===== src/sv/multi_radix_display_counter_unit_macros.svh =====
// Assertion macros for the multi-radix display counter unit.
// Used by the top level only; relies on clk and rst_n in the including scope.
`ifndef MULTI_RADIX_DISPLAY_COUNTER_UNIT_MACROS_SVH
`define MULTI_RADIX_DISPLAY_COUNTER_UNIT_MACROS_SVH

`ifndef SYNTH
// Clocked check, switched off while reset is asserted.
`define MRDC_ASSERT(lbl, prop, msg) \
    lbl: assert property (@(posedge clk) disable iff (!rst_n) (prop)) else $error(msg);
// Clocked check that also holds through reset.
`define MRDC_ASSERT_ALWAYS(lbl, prop, msg) \
    lbl: assert property (@(posedge clk) (prop)) else $error(msg);
`else
`define MRDC_ASSERT(lbl, prop, msg)
`define MRDC_ASSERT_ALWAYS(lbl, prop, msg)
`endif

`endif


===== src/sv/mrdc_pkg.sv =====
// Shared types, constants and helper functions for the multi-radix display counter.
// No dependencies; imported by mrdc_step and the top level.
`default_nettype none

package mrdc_pkg;

    localparam int COUNT_W = 14;
    localparam int BCD_W   = 16;
    localparam int DIGIT_W = 4;
    localparam int LED_W   = 8;
    localparam int BTN_W   = 4;
    localparam int WBIN_W  = 7;
    localparam int PADDR_W = 3;
    localparam int PDATA_W = 32;

    localparam logic [COUNT_W-1:0] COUNT_MOD = COUNT_W'(10000);

    // Button bit positions, lowest set bit wins
    localparam int BTN_RADIX = 0;
    localparam int BTN_BIG   = 1;
    localparam int BTN_MID   = 2;
    localparam int BTN_ONE   = 3;

    // Register index of show_decimal_thousands (word index from paddr)
    localparam logic CFG_IDX_SHOW = 1'b0;

    typedef enum logic [1:0] {
        RADIX_DEC  = 2'd0,
        RADIX_OCT  = 2'd1,
        RADIX_QUAT = 2'd2,
        RADIX_BIN  = 2'd3
    } radix_t;

    typedef struct packed {
        radix_t               radix;
        logic [COUNT_W-1:0]   count;
        logic [BCD_W-1:0]     bcd;
    } state_t;

    typedef struct packed {
        logic [DIGIT_W-1:0] d3;
        logic [DIGIT_W-1:0] d2;
        logic [DIGIT_W-1:0] d1;
        logic [DIGIT_W-1:0] d0;
        logic [LED_W-1:0]   led;
        logic               changed;
    } result_t;

    function automatic logic [LED_W-1:0] led_pattern(radix_t r);
        logic [LED_W-1:0] p;
        unique case (r)
            RADIX_DEC:  p = 8'd64;
            RADIX_OCT:  p = 8'd32;
            RADIX_QUAT: p = 8'd16;
            RADIX_BIN:  p = 8'd128;
        endcase
        return p;
    endfunction

    // Binary weight for the big (big=1) or mid (big=0) add button
    function automatic logic [WBIN_W-1:0] weight_bin(radix_t r, logic big);
        logic [WBIN_W-1:0] w;
        unique case (r)
            RADIX_DEC:  w = big ? 7'd100 : 7'd10;
            RADIX_OCT:  w = big ? 7'd64  : 7'd8;
            RADIX_QUAT: w = big ? 7'd16  : 7'd4;
            RADIX_BIN:  w = big ? 7'd4   : 7'd2;
        endcase
        return w;
    endfunction

    // Same weights as packed BCD
    function automatic logic [BCD_W-1:0] weight_bcd(radix_t r, logic big);
        logic [BCD_W-1:0] w;
        unique case (r)
            RADIX_DEC:  w = big ? 16'h0100 : 16'h0010;
            RADIX_OCT:  w = big ? 16'h0064 : 16'h0008;
            RADIX_QUAT: w = big ? 16'h0016 : 16'h0004;
            RADIX_BIN:  w = big ? 16'h0004 : 16'h0002;
        endcase
        return w;
    endfunction

    // Four-digit BCD add; carry out of the thousands digit drops (mod 10000)
    function automatic logic [BCD_W-1:0] bcd_add(logic [BCD_W-1:0] a, logic [BCD_W-1:0] b);
        logic [BCD_W-1:0] s;
        logic             cy;
        logic [4:0]       t;
        s  = '0;
        cy = 1'b0;
        for (int i = 0; i < 4; i++) begin
            t = {1'b0, a[4*i +: 4]} + {1'b0, b[4*i +: 4]} + {4'b0, cy};
            if (t > 5'd9) begin
                t  = t + 5'd6;
                cy = 1'b1;
            end else begin
                cy = 1'b0;
            end
            s[4*i +: 4] = t[3:0];
        end
        return s;
    endfunction

endpackage

`default_nettype wire


===== src/sv/mrdc_step.sv =====
// Next-state and display-digit logic for one button transaction.
// Depends on mrdc_pkg.
`default_nettype none

module mrdc_step (
    input  mrdc_pkg::state_t                cur,
    input  logic [mrdc_pkg::BTN_W-1:0]      buttons,
    input  logic                            show_thousands,
    output mrdc_pkg::state_t                nxt,
    output mrdc_pkg::result_t               res
);
    import mrdc_pkg::*;

    logic [WBIN_W-1:0]  add_bin;
    logic [BCD_W-1:0]   add_bcd;
    logic               changed;
    logic [COUNT_W:0]   sum;
    logic [COUNT_W-1:0] c;
    radix_t             radix_n;
    logic [BCD_W-1:0]   bcd_n;

    // Pick the action from the lowest set button
    always_comb
    begin
        radix_n = cur.radix;
        changed = 1'b0;
        add_bin = '0;
        add_bcd = '0;
        priority if (buttons[BTN_RADIX])
        begin
            radix_n = radix_t'(2'(cur.radix + 2'd1));
            changed = 1'b1;
        end
        else if (buttons[BTN_BIG])
        begin
            add_bin = weight_bin(cur.radix, 1'b1);
            add_bcd = weight_bcd(cur.radix, 1'b1);
        end
        else if (buttons[BTN_MID])
        begin
            add_bin = weight_bin(cur.radix, 1'b0);
            add_bcd = weight_bcd(cur.radix, 1'b0);
        end
        else if (buttons[BTN_ONE])
        begin
            add_bin = WBIN_W'(1);
            add_bcd = BCD_W'(1);
        end
        else
        begin
            // no button: hold count and radix
            add_bin = '0;
            add_bcd = '0;
        end
    end

    // Binary count wraps by one compare-subtract; the BCD copy wraps by itself
    always_comb
    begin
        sum = {1'b0, cur.count} + {{(COUNT_W+1-WBIN_W){1'b0}}, add_bin};
        if (sum >= {1'b0, COUNT_MOD})
            c = COUNT_W'(sum - {1'b0, COUNT_MOD});
        else
            c = sum[COUNT_W-1:0];
        bcd_n = bcd_add(cur.bcd, add_bcd);
    end

    assign nxt = {radix_n, c, bcd_n};

    // Display digits in the radix in force after this transaction
    always_comb
    begin
        res.led     = led_pattern(radix_n);
        res.changed = changed;
        unique case (radix_n)
            RADIX_DEC:
            begin
                res.d3 = show_thousands ? bcd_n[15:12] : '0;
                res.d2 = bcd_n[11:8];
                res.d1 = bcd_n[7:4];
                res.d0 = bcd_n[3:0];
            end
            RADIX_OCT:
            begin
                res.d3 = {1'b0, c[11:9]};
                res.d2 = {1'b0, c[8:6]};
                res.d1 = {1'b0, c[5:3]};
                res.d0 = {1'b0, c[2:0]};
            end
            RADIX_QUAT:
            begin
                res.d3 = {2'b0, c[7:6]};
                res.d2 = {2'b0, c[5:4]};
                res.d1 = {2'b0, c[3:2]};
                res.d0 = {2'b0, c[1:0]};
            end
            RADIX_BIN:
            begin
                res.d3 = {3'b0, c[3]};
                res.d2 = {3'b0, c[2]};
                res.d1 = {3'b0, c[1]};
                res.d0 = {3'b0, c[0]};
            end
        endcase
    end

endmodule

`default_nettype wire


===== src/sv/multi_radix_display_counter_unit.sv =====
// Multi-radix display counter: an accepted input transaction is held in the input
// register, then its result in the output register, which holds it under out_stall.
// Throughput is one transaction per cycle while the output is not stalled, set by the
// count/radix update loop. rst_n (asynchronous, active low) clears both pipeline valids,
// the count, its BCD copy, the radix (back to decimal) and the thousands-display flag.
`default_nettype none

module multi_radix_display_counter_unit (
    input  logic                                clk,
    input  logic                                rst_n,
    // APB-style configuration port
    input  logic                                psel,
    input  logic                                penable,
    input  logic                                pwrite,
    input  logic [mrdc_pkg::PADDR_W-1:0]        paddr,
    input  logic [mrdc_pkg::PDATA_W-1:0]        pwdata,
    output logic [mrdc_pkg::PDATA_W-1:0]        prdata,
    output logic                                pready,
    // Input channel
    input  logic                                in_valid,
    output logic                                in_stall,
    input  logic [mrdc_pkg::BTN_W-1:0]          buttons,
    // Output channel
    output logic                                out_valid,
    input  logic                                out_stall,
    output logic [mrdc_pkg::DIGIT_W-1:0]        digit_thousands,
    output logic [mrdc_pkg::DIGIT_W-1:0]        digit_hundreds,
    output logic [mrdc_pkg::DIGIT_W-1:0]        digit_tens,
    output logic [mrdc_pkg::DIGIT_W-1:0]        digit_ones,
    output logic [mrdc_pkg::LED_W-1:0]          radix_led,
    output logic                                radix_changed
);
    import mrdc_pkg::*;

    // Configuration register
    logic show_reg;
    logic cfg_wr;

    // Input register stage
    logic               s0_valid_reg;
    logic [BTN_W-1:0]   s0_buttons_reg;

    // Architectural state: binary count, BCD copy of it and radix
    state_t             state_reg;
    state_t             state_next;

    // Result register stage
    logic               out_valid_reg;
    result_t            res_reg;
    result_t            res_next;

    logic               out_load;   // result register free to take a new transaction
    logic               s0_adv;     // input stage hands its transaction to the result stage
    logic               in_take;

    // Terms for the checks
    logic               bcd_ok;
    logic               radix_step;

    // ------------------------------------------------------------------
    // Configuration: writes land on the access phase; only word index 0 exists
    // ------------------------------------------------------------------
    assign pready = 1'b1;
    assign cfg_wr = psel && penable && pwrite;

    always_ff @(posedge clk or negedge rst_n)
    begin
        if (!rst_n)
            show_reg <= 1'b0;
        else if (cfg_wr && (paddr[PADDR_W-1] == CFG_IDX_SHOW))
            show_reg <= pwdata[0];
    end

    assign prdata = (paddr[PADDR_W-1] == CFG_IDX_SHOW) ?
                    {{(PDATA_W-1){1'b0}}, show_reg} : '0;

    // ------------------------------------------------------------------
    // Handshake: the result register is free when empty or being drained;
    // the input register takes a new transaction when empty or moving on.
    // ------------------------------------------------------------------
    assign out_load = !out_valid_reg || !out_stall;
    assign s0_adv   = s0_valid_reg && out_load;
    assign in_stall = s0_valid_reg && !out_load;
    assign in_take  = in_valid && !in_stall;

    always_ff @(posedge clk or negedge rst_n)
    begin
        if (!rst_n)
            s0_valid_reg <= 1'b0;
        else if (in_take)
            s0_valid_reg <= 1'b1;
        else if (s0_adv)
            s0_valid_reg <= 1'b0;
    end

    // Payload: hold while stalled, capture on every accepted transaction
    always_ff @(posedge clk)
    begin
        if (in_take)
            s0_buttons_reg <= buttons;
    end

    // ------------------------------------------------------------------
    // Update logic: one pass from the input register to state and result
    // ------------------------------------------------------------------
    mrdc_step u_step (
        .cur            (state_reg),
        .buttons        (s0_buttons_reg),
        .show_thousands (show_reg),
        .nxt            (state_next),
        .res            (res_next)
    );

    // Advance the count and radix only when the transaction moves on
    always_ff @(posedge clk or negedge rst_n)
    begin
        if (!rst_n)
        begin
            state_reg.radix <= RADIX_DEC;
            state_reg.count <= '0;
            state_reg.bcd   <= '0;
        end
        else if (s0_adv)
        begin
            state_reg <= state_next;
        end
    end

    always_ff @(posedge clk or negedge rst_n)
    begin
        if (!rst_n)
            out_valid_reg <= 1'b0;
        else if (out_load)
            out_valid_reg <= s0_adv;
    end

    always_ff @(posedge clk)
    begin
        if (s0_adv)
            res_reg <= res_next;
    end

    assign out_valid       = out_valid_reg;
    assign digit_thousands = res_reg.d3;
    assign digit_hundreds  = res_reg.d2;
    assign digit_tens      = res_reg.d1;
    assign digit_ones      = res_reg.d0;
    assign radix_led       = res_reg.led;
    assign radix_changed   = res_reg.changed;

    // ------------------------------------------------------------------
    // Checks
    // ------------------------------------------------------------------
    assign bcd_ok = (state_reg.bcd[15:12] <= 4'd9) && (state_reg.bcd[11:8] <= 4'd9) &&
                    (state_reg.bcd[7:4] <= 4'd9) && (state_reg.bcd[3:0] <= 4'd9);
    assign radix_step = s0_adv && res_next.changed;

`include "multi_radix_display_counter_unit_macros.svh"

    `MRDC_ASSERT(a_count_range, state_reg.count < COUNT_MOD, "count left its range")
    `MRDC_ASSERT(a_bcd_digits, bcd_ok, "BCD copy holds an invalid digit")
    `MRDC_ASSERT(a_led_onehot, out_valid_reg |-> $onehot(res_reg.led), "radix LED not one-hot")
    `MRDC_ASSERT(a_radix_count, radix_step |=> $stable(state_reg.count), "radix change moved count")

endmodule

`default_nettype wire

===== config.mk =====
export PLATFORM = sky130hd
export DESIGN_NAME = multi_radix_display_counter_unit
export DESIGN_NICKNAME = d
export VERILOG_FILES = /design/src/sv/mrdc_pkg.sv /design/src/sv/mrdc_step.sv /design/src/sv/multi_radix_display_counter_unit.sv
export VERILOG_INCLUDE_DIRS = /design/src /design/src/sv
export SDC_FILE = /design/constraint.sdc
export NUM_CORES = 1
export LEC_CHECK = 0
export ABC_CLOCK_PERIOD_IN_PS = 18400
export BUFFER_PORTS_ARGS = -buffer_cell sky130_fd_sc_hd__buf_4
export CAP_MARGIN = 20
export CORE_MARGIN = 4
export CORE_UTILIZATION = 30
export DETAILED_ROUTE_END_ITERATION = 12
export PLACE_DENSITY = 0.5
export SYNTH_ARGS = -nofsm -noshare
export SYNTH_HDL_FRONTEND = slang
export SYNTH_SLANG_ARGS = --single-unit

===== constraint.sdc =====
create_clock -name clk -period 18.4 [get_ports clk]
set_clock_uncertainty 0.1 [all_clocks]
set_input_delay 3.68 -clock clk [delete_from_list [all_inputs] [get_ports clk]]
set_output_delay 3.68 -clock clk [all_outputs]
set_load 0.02 [all_outputs]

---- After elaboration in Yosys (flattened, before gate mapping) ----
Index checks and enable logic that the tools add are counted.
storage, ports and cells
  register bits after elaboration ......... 64
  input bits .............................. 46
  output and inout port bits .............. 60
  word-level logic and storage cells ...... 81
operators by class
  add/subtract/negate cells ............... 14
  magnitude comparators ................... 5
  equality and inequality tests ........... 6
  multiplexer cells ....................... 28
  bitwise gates (word level) .............. 1
  reduce and logical (&&, ||, !) cells .... 14
operator list
  cell                                                   count
  case mux 16 bit (4 select lines)                       3
  case mux 7 bit (4 select lines)                        2
  two-way mux 16 bit                                     3
  case mux 8 bit (4 select lines)                        1
  two-way mux 7 bit                                      3
  adder 4 x 4 -> 5 bit                                   4
  > comparator 5 x 4 -> 1 bit, second input constant     4
  two-way mux 4 bit                                      5
  adder 4 x 3 -> 4 bit, second input constant            4
  adder 14 x 7 -> 15 bit                                 1
  adder 5 x 1 -> 5 bit                                   3
  >= comparator 15 x 14 -> 1 bit, second input constant  1
  two-way mux 14 bit                                     1
  subtractor 14 bit, second input constant               1
  two-way mux 1 bit                                      9
  equality test 2 bit, second input constant             4
  logical AND 1 bit                                      6
  equality test 2 x 1 -> 1 bit, second input constant    2
  logical NOT 1 bit                                      4
  logical NOT 2 bit                                      2
  adder 2 x 1 -> 2 bit, second input constant            1
  two-way mux 2 bit                                      1
  nonzero test 2 bit                                     1
  logical OR 1 bit                                       1
  NOT 1 bit                                              1

---- Depth between registers and ports, before layout ----
Gate-level depths: netlist of run 1.
  depth in word-level cells ............... 19
  gate-level depth with buffers ........... 38
  depth with buffers taken out ............ 37

---- By module ----
A second synthesis of run 1 with hierarchy kept.
second synthesis, totals
  cell total of the unflattened synthesis .. 438
  area, all modules ....................... 4,559.4 µm²
modules (own cells, without submodules)
  module                            times used  cells an instance  area an instance (µm²)  sequential area each (µm²)
  multi_radix_display_counter_unit  1           142                2,462.4                 1,746.7
  mrdc_step                         1           296                2,097.0                 0.0

---- Least setup slack after synthesis of run 1 ----
No wires, ideal clock.
  kind .................................... register to register
  start point ............................. register s0_buttons_reg[0]
  end point ............................... register res_reg, in the netlist digit_thousands[1] (data pin)
  data arrival time ....................... 7.757 ns
  required time ........................... 18.029 ns
  slack ................................... 10.272 ns
  stages on the path, launching flop included .. 36
  buffers on the path ..................... 2
  period minus slack after synthesis ...... 8.128 ns
  cells stage by stage .................... edfxtp_1 > clkbuf_1 > clkbuf_1 > nor4b_1 > ha_1 > inv_1 > fa_1 > xor2_1 > ha_1 > a32oi_1 > a221oi_1 > inv_1 > fa_1 > fa_1 > xnor2_1 > ha_1 > a32oi_1 > a22oi_1 > inv_1 > fa_1 > ha_1 > xnor2_1 > ha_1 > a21oi_1 > mux2_2 > a22oi_1 > inv_1 > ha_1 > ha_1 > xnor2_1 > ha_1 > o31ai_1 > a22oi_1 > xnor2_1 > nand3_1 > o221ai_1
RTL lines
  item                      RTL line                                 RTL
  start: declaration        multi_radix_display_counter_unit.sv:41   logic [BTN_W-1:0] s0_buttons_reg;
  start signal: assignment  multi_radix_display_counter_unit.sv:100  s0_buttons_reg <= buttons;
  end signal: assignment    multi_radix_display_counter_unit.sv:140  res_reg <= res_next;
  end: declaration          multi_radix_display_counter_unit.sv:49   result_t res_reg;

==> run_results.csv, run 1 <==
group,metric,value,unit
clock_tree,numCtsBuffers,9,
synthesis,synth-edff-count,25,
placed_design,post-place-cells,692,
floorplan,initial_core_util,31.0,%
timing,hold_viol,0,
timing,slew_violations,0,
min_path,min_from,"s0_valid_reg$_DFFE_PN0P_",
synthesis,netlist_area,4530,um2
critical_path,rr_worst_depth,33,
synthesis,synth_flop_cell,"dfrtp_1",
critical_path,r2r_slack,9340,ps
synthesis,synth_top_area_cell,"dfrtp_1",
timing,layout_setup_ws,9340,ps
finish,fin_cells,708,
finish,drive_gt1_share,15.1,%
route,wirelength,10.2,mm
synthesis,yosys_warnings,0,
timing,slew_headroom,56.0,%
route,drt.antenna.violating_nets,0,
placed_design,port_buffers,36,
finish,n_antenna_cell,0,
critical_path,start_kind,"flop",
clock_tree,cts-root-buf,"clkbuf_16",
critical_path,cp_num_buf_inv,4,
route,drt-vias-per-instance,4.84,
critical_path,timing.rr.start,"s0_buttons_reg[0]$_DFFE_PP_",
placed_design,dp.final_hpwl,7.56,mm
critical_path,crit_fanout,16,
global_route,antenna_found_initial,0,
clock_tree,cts.sinks,60,
global_route,gr-usage-all-layers,12.3,%
timing,period_share,49.2,%
critical_path,crit_slowest_cell,"edfxtp_1",
synthesis,synthArstFlopShare,58.3,%
synthesis,synthCells,489,
synthesis,synth.top_cells.by_area,"dfrtp_1 19%, edfxtp_1 17%, ha_1 8.0%",
route,wl_per_cell,14.4,um
floorplan,die_area,17100,um2
placed_design,pre_cts_ws,9390,ps
min_path,whs_path_depth,1,
finish,largest_register_ffs,32,
critical_path,max_stage_delay,600,ps
run_status,outcome,"complete, no violations",
clock_tree,path_clk_slew,50,ps
critical_path,path_class,"flop to flop",
clock_tree,cts_tree,"done",
clock_tree,post_cts_buffers,0,
floorplan,rows,44,
critical_path,critical_path_required,18350,ps
critical_path,r2r_end,"digit_thousands[1]$_DFFE_PP_",
global_route,grt_pass1_vias,3279,
synthesis,yosysSeqAreaShare,35.9,%
min_path,hp-class,"flop to flop",
route,first_iter_violations,287,
clock_tree,cts.repair.resized,0,
synthesis,ys_seq_elements,60,
critical_path,crit_top_cell,"ha_1",
critical_path,critPathTopFamily,"adder cells",
floorplan,coreArea,14600,um2
timing,tns,0,ps
timing,max_freq,0.110,GHz
timing,rsz0062_at_grt,"false",
power,p_leak,0.00226,uW
min_path,holdPathEnd,"out_valid$_DFFE_PN0P_",
synthesis,yosysTopAreaCellShare,19.3,%
clock_tree,cts_buffer_depth,2,
power,power_density,149,nW/um2
run,maxCapViolations,0,
floorplan,ios,106,
route,firstDrtPassIters,4,
critical_path,crit_arrival,9000,ps
finish,layout_commonest_cell,"nand2_1",
finish,layout_common_cells,"62 x nand2_1, 38 x buf_4, 36 x conb_1",
finish,synthToLayoutAreaGrowth,13.0,%
clock_tree,hold_buffers,0,
global_route,gr-total-overflow,0,
placed_design,gp_congestion,0.830,
route,vias,3424,
global_route,grt_start_max_net_pins,45,
timing,setup_viol,0,
clock_tree,clock_latency,330,ps
power,vdd_drop_max,0.0634,mV
critical_path,end_kind,"flop",
global_route,grt_pass1_wl,16.6,mm
finish,num-fill-cells,1491,
floorplan,die_y,131,um
floorplan,fp.dieW,131,um
route,post-route-drc-count,0,
synthesis,syn_area_per_cell,9.27,um2
timing,post-route-min-period,9060,ps
finish,fin_nets,599,
clock_tree,htree_levels,3,
timing,tightest_slew,659,ps
synthesis,synth.distinct_cells,67,
## stage by stage
step	hold slack, ps	power [uW]	utilization [%]	area, um2
6_report	396	762	35.0	5120
2_1_floorplan	324	506	-	4660
4_1_cts	399	770	35.0	5120
3_3_place_gp	379	600	33.0	4830
5_1_grt	429	827	35.0	5120
3_5_place_dp	385	605	33.0	4830
## layer usage
layer  routed length [um]  track usage (%)  vias to the layer above
met3                  475             3.05                        2
met5                    0                0                        -
met4                   49             3.09                        0
met1                 4890             17.0                     1610
met2                 4760             19.3                       75
li1                     -                -                     1737
## kinds of logic after synthesis
logic type                 count (synthesis)  synth area share (%)
AOI/OAI and AO/OA                        109                  16.8
xor gates and xnor gates                  35                  6.76
adders and majority gates                 34                  10.2
buffers and inverters                     77                  9.58
DFF                                       60                  35.9
muxes                                     18                  4.47
other                                      2                 0.166
and+or+nand+nor                          154                  16.1
## cell usage after synthesis (4+ instances only)
library cell and count:
o21ai_0 21, and2_1 7, nand2b_1 11, ha_1 29
a21oi_1 16, xor2_1 12, o22ai_1 5, xnor2_1 23
o21a_1 6, nor3_1 5, dfrtp_1 35, nand2_1 62
a22oi_1 5, nor2b_1 4, clkbuf_1 13, o21ai_1 5
nor2_1 27, fa_1 5, and3_1 4, o31ai_1 4
nand3_1 17, mux2_2 14, inv_1 23, a21o_1 7
edfxtp_1 25, buf_4 36, o2111ai_1 4, o221ai_1 4
## layout make-up
cell class              instances  area, um2  area share [%]
flip-flops and latches         60       1630            31.8
clock inverters                 4       22.5           0.440
multi-input cells             386       2600            50.8
well taps                     184        230            4.50
repair buffers                 38        285            5.57
clock buffers                  12        267            5.20
inverters                      24       90.1            1.76
## power by group
part	leakage (uW)	switching, uW	total (uW)	internal, uW
logic	0.00144	236	391	156
clock network	0.000144	58.6	160	101
registers	0.000684	23.5	211	188
total	0.00226	318	762	445
## worst max-delay path by stage
stage	from	slack [ps]	depth (start not counted)	to
floorplan	s0_buttons_reg[0]$_DFFE_PP_	10270	35	digit_thousands[1]$_DFFE_PP_
global placement	s0_buttons_reg[0]$_DFFE_PP_	9490	33	digit_thousands[1]$_DFFE_PP_
detailed placement	s0_buttons_reg[0]$_DFFE_PP_	9390	33	digit_thousands[1]$_DFFE_PP_
CTS	s0_buttons_reg[0]$_DFFE_PP_	9340	33	digit_thousands[1]$_DFFE_PP_
global route	s0_buttons_reg[0]$_DFFE_PP_	8550	33	digit_thousands[3]$_DFFE_PP_
finish	s0_buttons_reg[0]$_DFFE_PP_	9340	33	digit_thousands[1]$_DFFE_PP_
## worst register-to-register path, delay by kind of cell, from the launching register on
family	cells	cell delay, ps
AND/OR/NAND/NOR	2	580
XOR/XNOR	5	1240
multiplexers	1	270
adder cells (fa/ha/maj)	12	3550
AO/OA/AOI/OAI	9	2070
flip-flops	1	600
buffers and inverters	4	380
No activity file was read; power rests on OpenSTA's default activity.
==> run 2, diff against run 1 <==
--- a/config.mk
+++ b/config.mk
@@ -6,7 +6,8 @@
 export SDC_FILE = /design/constraint.sdc
 export NUM_CORES = 1
 export LEC_CHECK = 0
-export ABC_CLOCK_PERIOD_IN_PS = 18400
+export ABC_AREA = 1
+export ABC_CLOCK_PERIOD_IN_PS = 8900
 export BUFFER_PORTS_ARGS = -buffer_cell sky130_fd_sc_hd__buf_4
 export CAP_MARGIN = 20
 export CORE_MARGIN = 4
==> constraint.sdc (replaced) <==
create_clock -name clk -period 8.9 [get_ports clk]
set_clock_uncertainty 0.1 [all_clocks]
set_input_delay 1.78 -clock clk [delete_from_list [all_inputs] [get_ports clk]]
set_output_delay 1.78 -clock clk [all_outputs]
set_load 0.02 [all_outputs]
==> run_results.csv, run 2 <==
group,metric,value,unit
placed_design,pre_cts_ws,1010,ps
timing,slew_violations,0,
critical_path,path_class,"flop to flop",
clock_tree,post_cts_buffers,0,
timing,layout_setup_ws,1040,ps
clock_tree,cts-root-buf,"clkbuf_16",
power,power_density,337,nW/um2
clock_tree,hold_buffers,0,
clock_tree,cts.sinks,60,
finish,drive_gt1_share,12.9,%
clock_tree,path_clk_slew,50,ps
timing,slew_headroom,45.1,%
critical_path,end_kind,"flop",
synthesis,yosysTopAreaCellShare,19.2,%
clock_tree,htree_levels,3,
route,firstDrtPassIters,5,
synthesis,synth_commonest_cells,"153 x nand2_1, 72 x inv_1, 58 x nand3_1",
synthesis,synth_top_area_cell,"dfrtp_1",
route,drt.antenna.violating_nets,0,
floorplan,fp.dieW,131,um
synthesis,yosysSeqAreaShare,35.7,%
placed_design,post-place-cells,803,
synthesis,ys_seq_elements,60,
global_route,gr-usage-all-layers,13.3,%
finish,seqCellArea,1630,um2
global_route,grt_pass1_wl,18.8,mm
timing,hold_viol,0,
clock_tree,cts_tree,"done",
timing,tightest_slew,821,ps
floorplan,coreArea,14700,um2
synthesis,yosys_warnings,0,
clock_tree,clock_latency,330,ps
synthesis,synth-edff-count,25,
global_route,grt_start_max_net_pins,42,
synthesis,synthCells,594,
critical_path,crit_fanout,8,
finish,fin_nets,710,
finish,largest_register_ffs,32,
finish,synthToLayoutAreaGrowth,14.2,%
synthesis,syn_area_per_cell,7.67,um2
critical_path,critical_path_required,8870,ps
timing,period_share,88.3,%
synthesis,netlist_area,4560,um2
critical_path,start_kind,"flop",
timing,rsz0062_at_grt,"false",
placed_design,gp_congestion,0.859,
clock_tree,cts_buffer_depth,2,
finish,fin_cells,819,
critical_path,crit_arrival,7830,ps
finish,layout_commonest_cell,"nand2_1",
synthesis,synth_flop_cell,"dfrtp_1",
clock_tree,cts.repair.resized,0,
global_route,antenna_found_initial,0,
finish,num-fill-cells,1535,
timing,setup_viol,0,
finish,multi_input_area,2450,um2
run_status,outcome,"complete, no violations",
floorplan,rows,44,
placed_design,dp.final_hpwl,8.35,mm
route,wl_per_cell,13.6,um
route,first_iter_violations,187,
finish,n_antenna_cell,0,
route,vias,3752,
timing,tns,0,ps
timing,max_freq,0.127,GHz
critical_path,crit_top_cell,"nand2_1",
power,vdd_drop_max,0.163,mV
run,maxCapViolations,0,
route,drt-vias-per-instance,4.58,
floorplan,ios,106,
critical_path,max_stage_delay,510,ps
min_path,hp-class,"flop to flop",
critical_path,crit_slowest_cell,"edfxtp_1",
clock_tree,numCtsBuffers,9,
finish,layout_common_cells,"153 x nand2_1, 72 x inv_1, 58 x nand3_1",
floorplan,initial_core_util,31.0,%
global_route,grt_pass1_vias,3783,
global_route,gr-total-overflow,0,
synthesis,synthArstFlopShare,58.3,%
floorplan,die_y,131,um
timing,post-route-min-period,7860,ps
power,p_leak,0.00253,uW
floorplan,die_area,17200,um2
synthesis,synth.distinct_cells,36,
route,wirelength,11.1,mm
placed_design,port_buffers,36,
synthesis,synth_most_common_cell,"nand2_1",
synthesis,synth.top_cells.by_area,"dfrtp_1 19%, edfxtp_1 16%, nand2_1 13%",
route,post-route-drc-count,0,
[run 2: changes by cell type after synthesis, moves of 11 or more]
cell,change
xnor2_1,-15
nand2_2,+11
inv_1,+49
nand3_1,+41
nand2b_1,-11
mux2_2,-14
o21ai_0,+11
nand2_1,+91
[run 2: stage by stage]
step	hold slack, ps	cell area [um2]	util [%]	power [uW]
after global routing	428	5210	35.4	1920
final	400	5210	35.4	1760
after floorplan	324	4690	-	1140
after global placement	371	4880	33.2	1360
after CTS	397	5210	35.4	1780
after detailed placement	382	4880	33.2	1370
[run 2: logic make-up after synthesis]
| group | synth area share [%] |
|---|---|
| adder cells (fa/ha/maj) | 10.2 |
| AND/OR/NAND/NOR | 28.0 |
| AO/OA/AOI/OAI | 7.71 |
| other | 0.165 |
| multiplexers | 0.439 |
| buffers and inverters | 13.4 |
| flip-flops | 35.7 |
| XOR/XNOR | 4.42 |
[run 2: critical path: cells and delay by family, from the launching register on]
family	cells	cell delay (ps)
buffers and inverters	6	520
AOI/OAI and AO/OA	4	700
DFF	1	510
xor gates and xnor gates	4	960
and+or+nand+nor	15	1480
adders and majority gates	12	3310
[run 2: path summary, 6_finish.rpt]
| path | from | to | slack (ps) | cells past startpoint |
|---|---|---|---|---|
| hold reg to reg | state_reg[0]$_DFFE_PN0P_ | state_reg[0]$_DFFE_PN0P_ | 400 | 2 |
| setup reg to reg | s0_buttons_reg[0]$_DFFE_PP_ | digit_thousands[1]$_DFFE_PP_ | 1040 | 41 |
| min in group asynchronous | rst_n | state_reg[27]$_DFFE_PN0P_ | 1320 | 1 |
| setup / recovery | s0_buttons_reg[0]$_DFFE_PP_ | digit_thousands[1]$_DFFE_PP_ | 1040 | 41 |
| max in group asynchronous | rst_n | state_reg[3]$_DFFE_PN0P_ | 7000 | 1 |
| hold / removal | state_reg[0]$_DFFE_PN0P_ | state_reg[0]$_DFFE_PN0P_ | 400 | 2 |
[run 2: metal layers]
metal / wire length (um) / global-route usage, % / vias up / part of all wire (%)
met1: 5090 / 17.3 / 1747 / 46
met3: 509 / 2.87 / 9 / 4.6
met4: 102 / 4.08 / 0 / 0.92
met2: 5410 / 22.2 / 79 / 49
li1: - / - / 1917 / -
met5: 0 / 0 / - / 0
[run 2: final cells by class]
| type | count | area share (%) |
|---|---|---|
| well taps | 184 | 4.42 |
| repair buffers | 38 | 5.48 |
| flip-flops and latches | 60 | 31.2 |
| clock inverters | 4 | 1.37 |
| inverters | 77 | 5.55 |
| clock buffers | 12 | 4.93 |
| multi-input cells | 444 | 47.0 |
[run 2: where the power goes]
| part | total [uW] | switching (uW) | internal, uW | leakage [uW] |
|---|---|---|---|---|
| Combinational | 899 | 589 | 310 | 0.00168 |
| Clock | 389 | 130 | 260 | 0.000156 |
| Sequential | 468 | 62.6 | 405 | 0.000694 |
==> run 3, diff against run 2 <==
==> constraint.sdc (replaced) <==
create_clock -name clk -period 8.9 [get_ports clk]
set_clock_uncertainty 0.1 [all_clocks]
set_input_delay 1.335 -clock clk [delete_from_list [all_inputs] [get_ports clk]]
set_output_delay 1.335 -clock clk [all_outputs]
set_load 0.02 [all_outputs]
==> run_results.csv, run 3 (synthesis gave the netlist of run 2 again) <==
group,metric,value,unit
run_status,outcome,"complete, no violations",
finish,layout_commonest_cell,"nand2_1",
clock_tree,cts_buffer_depth,2,
finish,drive_gt1_share,12.9,%
floorplan,die_y,131,um
placed_design,dp.final_hpwl,8.35,mm
clock_tree,clock_latency,340,ps
floorplan,initial_core_util,31.0,%
global_route,antenna_found_initial,0,
clock_tree,cts.repair.resized,0,
route,vias,3767,
clock_tree,cts-root-buf,"clkbuf_16",
floorplan,ios,106,
critical_path,max_stage_delay,510,ps
critical_path,critical_path_required,8870,ps
finish,layout_common_cells,"153 x nand2_1, 72 x inv_1, 58 x nand3_1",
global_route,gr-usage-all-layers,13.4,%
timing,hold_viol,0,
timing,tightest_slew,852,ps
route,drt-vias-per-instance,4.60,
power,power_density,333,nW/um2
finish,seqCellArea,1630,um2
finish,fin_nets,710,
timing,post-route-min-period,8020,ps
critical_path,path_class,"flop to flop",
critical_path,cp_num_buf_inv,6,
finish,fin_cells,819,
floorplan,coreArea,14700,um2
critical_path,start_kind,"flop",
critical_path,crit_slowest_cell,"edfxtp_1",
route,first_iter_violations,197,
placed_design,post-place-cells,803,
critical_path,crit_top_cell,"nand2_1",
floorplan,rows,44,
timing,setup_viol,0,
clock_tree,numCtsBuffers,9,
floorplan,fp.dieW,131,um
power,p_leak,0.00252,uW
global_route,grt_start_max_net_pins,42,
global_route,gr-total-overflow,0,
finish,num-fill-cells,1528,
route,wl_per_cell,13.5,um
placed_design,port_buffers,36,
clock_tree,cts_tree,"done",
route,drt.antenna.violating_nets,0,
critical_path,critPathTopFamily,"adder cells",
clock_tree,cts.sinks,60,
finish,largest_register_ffs,32,
global_route,grt_pass1_vias,3766,
critical_path,end_kind,"flop",
run,maxCapViolations,0,
finish,multi_input_area,2450,um2
finish,n_antenna_cell,0,
placed_design,gp_congestion,0.855,
route,firstDrtPassIters,4,
clock_tree,htree_levels,3,
timing,slew_headroom,43.0,%
timing,slew_violations,0,
floorplan,die_area,17200,um2
timing,max_freq,0.125,GHz
finish,synthToLayoutAreaGrowth,13.3,%
clock_tree,path_clk_slew,60,ps
power,vdd_drop_max,0.154,mV
route,post-route-drc-count,0,
critical_path,crit_arrival,7990,ps
clock_tree,hold_buffers,0,
min_path,hp-class,"flop to flop",
global_route,grt_pass1_wl,18.9,mm
timing,rsz0062_at_grt,"false",
critical_path,crit_fanout,8,
timing,period_share,90.1,%
route,wirelength,11.1,mm
timing,tns,0,ps
clock_tree,post_cts_buffers,0,
## run 3: worst paths after layout
kind,startpoint,endpoint,slack [ps],cells after the start
max,s0_buttons_reg[0]$_DFFE_PP_,digit_thousands[1]$_DFFE_PP_,880,41
min,state_reg[2]$_DFFE_PN0P_,state_reg[2]$_DFFE_PN0P_,400,2
max reg2reg,s0_buttons_reg[0]$_DFFE_PP_,digit_thousands[1]$_DFFE_PP_,880,41
min reg2reg,state_reg[2]$_DFFE_PN0P_,state_reg[2]$_DFFE_PN0P_,400,2
max in group asynchronous,rst_n,state_reg[16]$_DFFE_PN0P_,7440,1
min in group asynchronous,rst_n,state_reg[26]$_DFFE_PN0P_,880,1
## run 3: layer usage
metal	vias up	track usage (%)	part of all wire (%)
met1	1738	17.3	47
met4	0	4.84	2.3
met5	-	0	0
met2	88	21.8	46
li1	1921	-	-
met3	20	3.29	4.8
## run 3: final cells by class
class,count,share of cell area (%)
Clock buffer,11,4.51
Timing Repair Buffer,38,5.52
Clock inverter,5,1.02
Sequential cell,60,31.5
Inverter,77,5.60
Multi-Input combinational cell,444,47.4
Tap cell,184,4.46
## run 3: where the power goes
| part | internal (uW) | leakage, uW | switching, uW |
|---|---|---|---|
| Clock | 215 | 0.000139 | 129 |
| Combinational | 311 | 0.00168 | 595 |
| Sequential | 405 | 0.000694 | 62.6 |
## run 3: metrics by stage
stage / area, um2 / hold WS [ps] / util (%) / total power [uW] / setup slack [ps]
2_1_floorplan: 4690 / 324 / - / 1140 / 1790
3_3_place_gp: 4880 / 371 / 33.2 / 1360 / 1150
3_5_place_dp: 4880 / 382 / 33.2 / 1380 / 930
4_1_cts: 5160 / 398 / 35.1 / 1740 / 873
5_1_grt: 5160 / 420 / 35.1 / 1890 / 19.3
6_report: 5160 / 396 / 35.1 / 1720 / 880
## run 3: tightest hold or removal path: stages (launching register included)
cell	delay, ps
dfrtp_1	350
nand2_1	50
o21ai_0	60
